[src/mtgen_pkg.sv]
// shared types, constants and functions of the mt19937 generator
package mtgen_pkg;

  localparam int unsigned StateSizeDefault = 624;
  localparam int unsigned TwOffset         = 397;
  localparam logic [31:0] InitMult         = 32'd1812433253;
  localparam logic [31:0] UpperMask        = 32'h8000_0000;
  localparam logic [31:0] LowerMask        = 32'h7fff_ffff;
  localparam logic [31:0] TwMatrix         = 32'h9908_b0df;
  localparam logic [31:0] TemperB          = 32'h9d2c_5680;
  localparam logic [31:0] TemperC          = 32'hefc6_0000;
  localparam logic [31:0] DefaultSeedRst   = 32'd5489;

  localparam logic ModeGenerate = 1'b0;
  localparam logic ModeSeed     = 1'b1;

  typedef struct packed {
    logic seed_load;
    logic use_default;
    logic seed_mul;
    logic seed_wr;
    logic tw_prime;
    logic tw_read;
    logic tw_wr;
    logic gen_read;
    logic gen_out;
  } mtgen_cmd_t;

  typedef struct packed {
    logic cnt_last;
    logic idx_exh;
    logic out_free;
  } mtgen_sts_t;

  function automatic logic [31:0] mt_mix(input logic [31:0] hi_src,
                                         input logic [31:0] lo_src,
                                         input logic [31:0] far);
    logic [31:0] y;
    y = (hi_src & UpperMask) | (lo_src & LowerMask);
    return far ^ (y >> 1) ^ (y[0] ? TwMatrix : 32'd0);
  endfunction

  function automatic logic [31:0] mt_temper(input logic [31:0] y_in);
    logic [31:0] y;
    y = y_in ^ (y_in >> 11);
    y = y ^ ((y << 7) & TemperB);
    y = y ^ ((y << 15) & TemperC);
    y = y ^ (y >> 18);
    return y;
  endfunction

endpackage

[src/mtgen_ctrl.sv]
// controller: sequences seeding, twist pass and word read
module mtgen_ctrl import mtgen_pkg::*; (
  input  logic       clk_i,
  input  logic       rst_ni,
  input  logic       in_valid_i,
  output logic       in_ready_o,
  input  logic       mode_i,
  input  mtgen_sts_t sts_i,
  output mtgen_cmd_t cmd_o
);

  typedef enum logic [2:0] {
    StIdle,
    StSeedMul,
    StSeedWr,
    StTwPrime,
    StTwRead,
    StTwWr,
    StGenRead,
    StGenOut
  } state_e;

  state_e state_q, state_d;
  logic   seeded_q, seeded_d;
  logic   gen_pend_q, gen_pend_d;
  logic   accept;

  assign in_ready_o = (state_q == StIdle);
  assign accept     = in_valid_i && in_ready_o;

  always_comb begin
    state_d    = state_q;
    seeded_d   = seeded_q;
    gen_pend_d = gen_pend_q;
    cmd_o      = '0;
    case (state_q)
      StIdle: begin
        if (accept) begin
          if (mode_i == ModeSeed) begin
            cmd_o.seed_load = 1'b1;
            seeded_d        = 1'b1;
            gen_pend_d      = 1'b0;
            state_d         = StSeedMul;
          end else if (!seeded_q) begin
            cmd_o.seed_load   = 1'b1;
            cmd_o.use_default = 1'b1;
            seeded_d          = 1'b1;
            gen_pend_d        = 1'b1;
            state_d           = StSeedMul;
          end else if (sts_i.idx_exh) begin
            state_d = StTwPrime;
          end else begin
            state_d = StGenRead;
          end
        end
      end
      StSeedMul: begin
        cmd_o.seed_mul = 1'b1;
        state_d        = StSeedWr;
      end
      StSeedWr: begin
        cmd_o.seed_wr = 1'b1;
        if (sts_i.cnt_last) begin
          state_d = gen_pend_q ? StTwPrime : StIdle;
        end else begin
          state_d = StSeedMul;
        end
      end
      StTwPrime: begin
        cmd_o.tw_prime = 1'b1;
        state_d        = StTwRead;
      end
      StTwRead: begin
        cmd_o.tw_read = 1'b1;
        state_d       = StTwWr;
      end
      StTwWr: begin
        cmd_o.tw_wr = 1'b1;
        state_d     = sts_i.cnt_last ? StGenRead : StTwRead;
      end
      StGenRead: begin
        cmd_o.gen_read = 1'b1;
        state_d        = StGenOut;
      end
      StGenOut: begin
        if (sts_i.out_free) begin
          cmd_o.gen_out = 1'b1;
          state_d       = StIdle;
        end
      end
      default: begin
        state_d = StIdle;
      end
    endcase
  end

  always_ff @(posedge clk_i or negedge rst_ni) begin
    if (!rst_ni) begin
      state_q    <= StIdle;
      seeded_q   <= 1'b0;
      gen_pend_q <= 1'b0;
    end else begin
      state_q    <= state_d;
      seeded_q   <= seeded_d;
      gen_pend_q <= gen_pend_d;
    end
  end

endmodule

[config.mk]
export PLATFORM = sky130hd
export DESIGN_NAME = mtgen_ctrl
export DESIGN_NICKNAME = d
export VERILOG_FILES = /design/src/mtgen_pkg.sv /design/src/mtgen_ctrl.sv
export SDC_FILE = /design/constraint.sdc
export NUM_CORES = 1
export LEC_CHECK = 0
export BUFFER_PORTS_ARGS = -buffer_cell sky130_fd_sc_hd__buf_2
export CORE_AREA = 4 4 41 43
export CTS_CLUSTER_SIZE = 16
export DETAILED_ROUTE_END_ITERATION = 6
export DIE_AREA = 0 0 45 47
export GPL_TIMING_DRIVEN = 0
export PLACE_DENSITY_LB_ADDON = 0.3
export SLEW_MARGIN = 0
export SYNTH_ARGS = -nofsm -noshare
export SYNTH_HDL_FRONTEND = slang
export SYNTH_SLANG_ARGS = --single-unit
[constraint.sdc]
create_clock -name clk_i -period 1.3 [get_ports clk_i]
set_input_delay 0 -clock clk_i [delete_from_list [all_inputs] [get_ports clk_i]]
set_output_delay 0 -clock clk_i [all_outputs]
set_load 0.02 [all_outputs]
==> results summary, run 1 <==
The starting density of the core came out at 28.4%. The height of the chip came out at 47 µm. In this run the worst hold path is classified as primary input to register. The setup slack at placement came out at between 2 and 2.5 ps. The number of nets in the synthesized netlist is 53. The area overhead of the layout relative to synthesis is 60.3%. The number of distinct library cells after synthesis is 25. The largest net degree at the start of global routing is 12.

The kind of capture point of the worst setup path is an output port. The routed design has 1.04 mm of wire. The clock tree buffer depth came out at 2. The placer's final routability congestion estimate came out at approximately 0.77. The core footprint is ~1300 µm².

The number of iterations in the first detailed-routing pass came out at 4. The static leakage power is about 0.00028 µW. The layout cell share with drive strength beyond 1 came out at approximately 47%. At the worst endpoint, the arrival time is ~1500 ps.

The average instance in the mapped netlist occupies roughly 8 µm². The portion of the clock cycle consumed by the worst path in the final layout came out at 112%. The cell count after synthesis came out at 46. The final layout net count came out at 78. The most common flop cell mapped by yosys is sky130_fd_sc_hd__dfrtp_1. The count of antenna diodes in the layout came out at 0. The synthesized design contains 5 register bits. The delay of the slowest cell on the worst path came out at approximately 570 ps. Setup violations remaining at the end of the flow were counted as 3. The final-report hold violation count came out at 0.

The clock network accounts for a little over an eighth of the total power. The width of the die is about 45 µm. The smallest clock period supported by the final layout is computed as ~1500 ps. The design draws ~1300 µW. The number of CTS-inserted buffers is 3. The required arrival time at the worst endpoint is between 1000 and 1500 ps. The internal portion of total power came out at just over 700 µW. The count of flip-flops with a built-in enable after synthesis came out at 0.

The first global-routing pass estimated 1.70 mm of wire. The number of nets with antenna violations after routing came out at 0. The area of the die is about 2100 µm². The CTS clock-pin slew for the worst setup and hold paths is 50 ps.

The standard-cell row count came out at 13. TritonCTS built the clock tree. The power density relative to cell area came out at between 2000 and 2500 nW/µm². The checks that failed: negative setup slack. CTS placed an instance of sky130_fd_sc_hd__clkbuf_4 at the clock tree root.

The average via count per standard cell came out at a little under 5. For this block, the via count after detailed routing is slightly above 400. The total net switching power is between 500 and 600 µW. The proportion of power drawn by combinational gates came out at 63.9%.

The routed length per instance came out at 12.2 µm. The share of power burned in registers came out at 22.4%. VDD sags by at most about 0.00085 V. The final sum of negative setup slack came out at -432 ps. The number of fill cells in the layout came out at ~150. CTS saw 5 sinks. STA classifies the critical path startpoint as a register. The max-capacitance violation count is 0. The number of antenna violations at the first check in global routing came out at 0. The count of synthesis-stage warnings from yosys is 0.

In the routed design, unresolved DRC markers number 0. The tightest slew margin relative to the limit is between 80% and 90%. The switching portion of total power is about 44%. The max-slew violation total from the final report was 0. In the synthesized netlist the async set-or-reset flop fraction comes to 100%. The post-synth design cell area came out at approximately 370 µm².

The half-perimeter wire length after detailed placement came out at 709 µm. The setup slack of the worst register-to-register path came out at -120 ps. The slack of the critical path came out at -161 ps.

The sequential fraction of the synthesis area came out at between 30 and 40%. The worst-case clock skew came out at ~6.7 ps. The highest clock frequency the design can meet is a little under 700 MHz. The run finished, with violations left. The via count of the first global-routing pass is 386. Traced cell by cell, the critical path runs through or4b_4, nor3_2, buf_4.

The global-route usage over all layers came out at 11.0%. The largest fanout on the critical path is 3. After the first detailed-routing iteration, the DRC count stood at 11. The transition at the pin with the smallest max-transition slack is 289 ps. The remaining global-route overflow came out at 0.

The clock network latency to the later pin of the worst-skew pair came out at approximately 240 ps. The type of the setup path with the least slack is register to output port. Setup repair after global routing could not meet its margin everywhere. The number of H-tree branching levels came out at 1. During placement, the flow inserted port buffers numbering 16. The worst-path cell with the longest stage delay is sky130_fd_sc_hd__or4b_4. The number of I/O pins is 17.
final timing paths:
path / startpoint / end / depth (start not counted)
max: state_q[2]$_DFFE_PN0P_ / cmd_o[7] / 3
min: sts_i[2] / state_q[1]$_DFFE_PN0P_ / 3
max reg2reg: state_q[2]$_DFFE_PN0P_ / gen_pend_q$_DFFE_PN0P_ / 3
min reg2reg: gen_pend_q$_DFFE_PN0P_ / gen_pend_q$_DFFE_PN0P_ / 1
max in group asynchronous: rst_ni / state_q[0]$_DFFE_PN0P_ / 2
min in group asynchronous: rst_ni / seeded_q$_DFFE_PN0P_ / 2
registers in the layout (all words and copies together), names as in the netlist:
name	count
state_q	3
gen_pend_q	1
seeded_q	1
cells in the mapped netlist, types with 2 or more instances:
master	n	area (µm²)
sky130_fd_sc_hd__nor2_1	4	15.0
sky130_fd_sc_hd__and3_1	2	12.5
sky130_fd_sc_hd__nor3_1	4	20.0
sky130_fd_sc_hd__nand2b_1	6	37.5
sky130_fd_sc_hd__nand3_1	2	10.0
sky130_fd_sc_hd__inv_1	3	11.3
sky130_fd_sc_hd__a31oi_1	2	12.5
sky130_fd_sc_hd__dfrtp_1	5	125
sky130_fd_sc_hd__buf_2	2	10.0
through the flow:
step	util [%]	cells	hold slack (ps)	instance area (µm²)
after CTS	42.4	85	61.7	552
after global routing	45.5	85	95.3	592
after detailed placement	36.3	77	-182	473
final	45.5	85	72.0	592
after global placement	36.3	77	-182	473
after floorplan	-	46	-296	374
layout by cell type, fill, tap and decap left out, types with 2 or more instances in the layout:
master and instances:
sky130_fd_sc_hd__inv_1 2, sky130_fd_sc_hd__buf_6 2, sky130_fd_sc_hd__buf_4 12, sky130_fd_sc_hd__nor2_1 3, sky130_fd_sc_hd__a31oi_1 2, sky130_fd_sc_hd__nand3_1 2
sky130_fd_sc_hd__dfrtp_1 5, sky130_fd_sc_hd__buf_2 8, sky130_fd_sc_hd__clkbuf_4 3, sky130_fd_sc_hd__nand2b_1 6, sky130_fd_sc_hd__nor3_2 4, sky130_fd_sc_hd__and3_1 2
layer usage:
metal  up-vias  routed length, µm  GRT usage [%]
met5         -                  0              0
met4         0                  0           1.75
met3         0                 37           4.60
met2         6                551           18.1
met1       194                451           13.6
li1        215                  -              -
area by class of cell:
cell class	instances	area, µm²	area share, %
plain buffers	2	22.5	3.81
clock buffers	4	26.3	4.44
flip-flops and latches	5	125	21.1
well taps	15	18.8	3.17
inverters	3	13.8	2.33
repair buffers	21	140	23.7
multi-input cells	35	245	41.4
worst max-delay path: cells and delay by family (launching register included):
| family | cells | cell delay (ps) |
|---|---|---|
| AND/OR/NAND/NOR | 2 | 680 |
| flip-flops | 1 | 380 |
| buffers and inverters | 1 | 160 |
what timing repair did:
item                                   4_1_cts  5_1_grt
setup endpoints to repair                    8        9
endpoints found under the hold margin        5        0
pin swaps                                    1        1
setup buffers                                4        0
gates resized for setup                      8       14
hold buffers                                 1        0
power by group through the flow:
stage,sequential (µW),clock (µW),combinational (µW)
after floorplan,285,0,464
after global placement,307,0,613
after detailed placement,309,0,619
after CTS,287,186,732
after global routing,307,199,902
final,292,178,832
cell families after synthesis:
family / synth area share, %
flip-flops: 33.9
AO/OA/AOI/OAI: 18.3
AND/OR/NAND/NOR: 41.0
buffers and inverters: 6.78
Power figures use the tool's default switching activity.
==> run 2: changes to the inputs <==
SKIP_CTS_REPAIR_TIMING = 1   (was default)
==> results summary, run 2 (synthesis gave the netlist of run 1 again) <==
The number of H-tree branching levels came out at 1 (unchanged). The number of nets with antenna violations after routing came out at 0 (unchanged). The cell count after placement came out at 77 (unchanged). The clock network latency to the later pin of the worst-skew pair was 240 ps (about the same).

Among all stages on the critical path, the largest delay is contributed by sky130_fd_sc_hd__or4b_4. In this run the worst hold path is classified as primary input to register. The max-capacitance violation count came to 0 (unchanged). The via count of the first global-routing pass is 361 (-6.5%).

The number of flip-flops in the largest register came out at 3 (unchanged). The average via count per standard cell came out at 4.84 (-0.96%). The remaining global-route overflow came out at 0 (unchanged).

The largest registers in the layout are state_q (3), gen_pend_q (1), seeded_q (1). The total chip power came out at 1220 µW (-6.0%). The power density relative to cell area came out at 2170 nW/µm² (-1.4%).

The buffering stage count on the worst path with inverters included came out at 1 (unchanged). The vias after detailed routing is 411 (-0.96%). Leaving out fill and tap cells, the most frequent cells in the layout are 13 x sky130_fd_sc_hd__buf_2, 7 x sky130_fd_sc_hd__buf_4, 6 x sky130_fd_sc_hd__nand2b_1, 5 x sky130_fd_sc_hd__dfrtp_1. The number of violations reported at the end of detailed-routing iteration 0 was 5 (-6). The number of antenna violations at the first check in global routing is 0 (unchanged).

The flow ran to the end, but the final reports show violations. The peak supply drop is 0.000823 V (-3.6%). The starting density of the core is 28.4% (unchanged). TritonCTS built the clock tree.

The total clock sinks was 5 (unchanged). The max-slew violation total from the final report was 0 (unchanged). The met2 wirelength from detailed routing came out at 512 µm (-7.1%).

The standard-cell row count came out at 13 (unchanged). The highest clock frequency the design can meet came out at 674 MHz (-1.4%). The highest metal layer with signal wires is met3. The area of the multi-input gates is 236 µm² (-3.6%). The area used by sequential logic in the layout is 125 µm² (unchanged).

The routed wire length is 994 µm (-4.5%). The final-report hold violation count is 0 (unchanged). The worst-case clock skew came out at 7.67 ps (+1.01 ps). Setup repair after global routing could not meet its margin everywhere. The routed length on met1 came out at 444 µm (-1.6%). The number of CTS-inserted buffers was 3 (unchanged).

The clock tree buffer depth was 2 (unchanged). The largest net degree at the start of global routing is 11 (-1). The signal on the critical path passes through or4b_4, a21oi_1, buf_4. The final sum of negative setup slack came out at -466 ps (-33.9 ps). The CTS clock-pin slew for the worst setup and hold paths came out at 50 ps (about the same).

The count of antenna diodes in the layout is 0 (unchanged). The worst setup path is launched from a register. The static leakage power came out at 0.000274 µW (-1.4%). The number of I/O pins came out at 17 (unchanged). The cell area after placement is 473 µm² (unchanged). The number of iterations in the first detailed-routing pass is 4 (unchanged). The total of endpoints with negative setup slack in the final report was 3 (unchanged). The portion of the clock cycle consumed by the worst path in the final layout was 114% (+1.6 points). The setup slack at placement came to 2.48 ps (unchanged). The count of buffers from port buffering is 16 (unchanged). The routed length per instance came out at 11.7 µm (-4.5%). The global-route wire length before repair came out at 1.61 mm (-5.3%). The final layout net count is 78 (unchanged). The time the worst path needs with I/O delays and setup was 1480 ps (+21.3 ps). The width of the die came out at 45 µm (unchanged). CTS placed an instance of sky130_fd_sc_hd__clkbuf_4 at the clock tree root. The required arrival time at the worst endpoint came out at 1300 ps (about the same). The transition at the pin with the smallest max-transition slack is 287 ps (-2.00 ps). The delay of the slowest cell on the worst path came out at 570 ps (about the same).

The tightest slew margin relative to the limit is 80.6% (+0.14 points). The critical path data arrival time is 1480 ps (+20 ps). The largest fanout on the critical path came out at 3 (unchanged). The placer's final routability congestion estimate is 0.774 (unchanged).

The height of the chip came out at 47 µm (unchanged). The area overhead of the layout relative to synthesis came out at 52.9%. The layout cell share with drive strength beyond 1 is 44.3% (-2.9 points).

The area of the die is 2120 µm² (unchanged). The library cell used most frequently in the layout, excluding fill and tap cells, is sky130_fd_sc_hd__buf_2. The kind of capture point of the worst setup path is an output port. The slack of the critical path came out at -183 ps (-21.3 ps). The core footprint is 1300 µm² (unchanged). The sum of met3 wire segment lengths after detailed routing is 37 µm (unchanged). The worst setup path is of the register to output port kind. The final reports fail on negative setup slack. The number of DRC violations after detailed routing is 0 (unchanged). The half-perimeter wire length after detailed placement is 709 µm (unchanged). The post-route standard cell area excluding fillers was 564 µm² (-4.7%). state_q holds more flip-flops than any other register.

The global-route usage over all layers is 10.3% (-0.63 points). The number of fill cells in the layout is 148 (+1.4%). The count of non-filler cells in the finished layout is 85 (unchanged).

The cell family contributing the most delay on the critical path is simple AND/OR/NAND/NOR gates.
## run 2: cell count changes in the layout (fill, tap and decap cells not counted), sizes merged
cell | before | now
clkbuf | 4 | 5
buf | 22 | 21
## run 2: layout make-up
class,count,share of cell area (%)
Sequential cell,5,22.2
Timing Repair Buffer,20,21.7
Tap cell,15,3.33
Inverter,3,2.44
Clock buffer,4,4.66
Buffer,3,3.77
Multi-Input combinational cell,35,41.9
## run 2: routing by layer
metal	global-route usage [%]	vias to the layer above
li1	-	216
met1	13.8	189
met2	15.5	6
met3	4.60	0
met4	1.75	0
met5	0	-
## run 2: per-stage QoR
step           hold WS (ps)  utilization, %
6_report               73.5            43.4
5_1_grt                95.8            43.4
4_1_cts                -444            38.4
3_5_place_dp           -182            36.3
3_3_place_gp           -182            36.3
2_1_floorplan          -296               -
## run 2: worst paths after layout
| kind | cells past startpoint | start | to | slack [ps] |
|---|---|---|---|---|
| max | 3 | state_q[2]$_DFFE_PN0P_ | cmd_o[8] | -180 |
| max in group asynchronous | 2 | rst_ni | state_q[0]$_DFFE_PN0P_ | 1070 |
| min in group asynchronous | 2 | rst_ni | seeded_q$_DFFE_PN0P_ | 100 |
| min reg2reg | 1 | gen_pend_q$_DFFE_PN0P_ | gen_pend_q$_DFFE_PN0P_ | 530 |
| max reg2reg | 3 | state_q[2]$_DFFE_PN0P_ | gen_pend_q$_DFFE_PN0P_ | -120 |
| min | 3 | sts_i[2] | state_q[1]$_DFFE_PN0P_ | 70 |
## run 2: worst reg2reg max path: cells and delay by family, from the launching register on
kind            cells  cell delay [ps]
compound gates      1              190
simple gates        1              570
buf+inv             1              160
flops               1              390
## run 2: power breakdown
part | total [µW] | internal [µW] | switching, µW
clock | 179 | 116 | 62.9
sequential | 306 | 229 | 76.8
combinational | 739 | 323 | 416
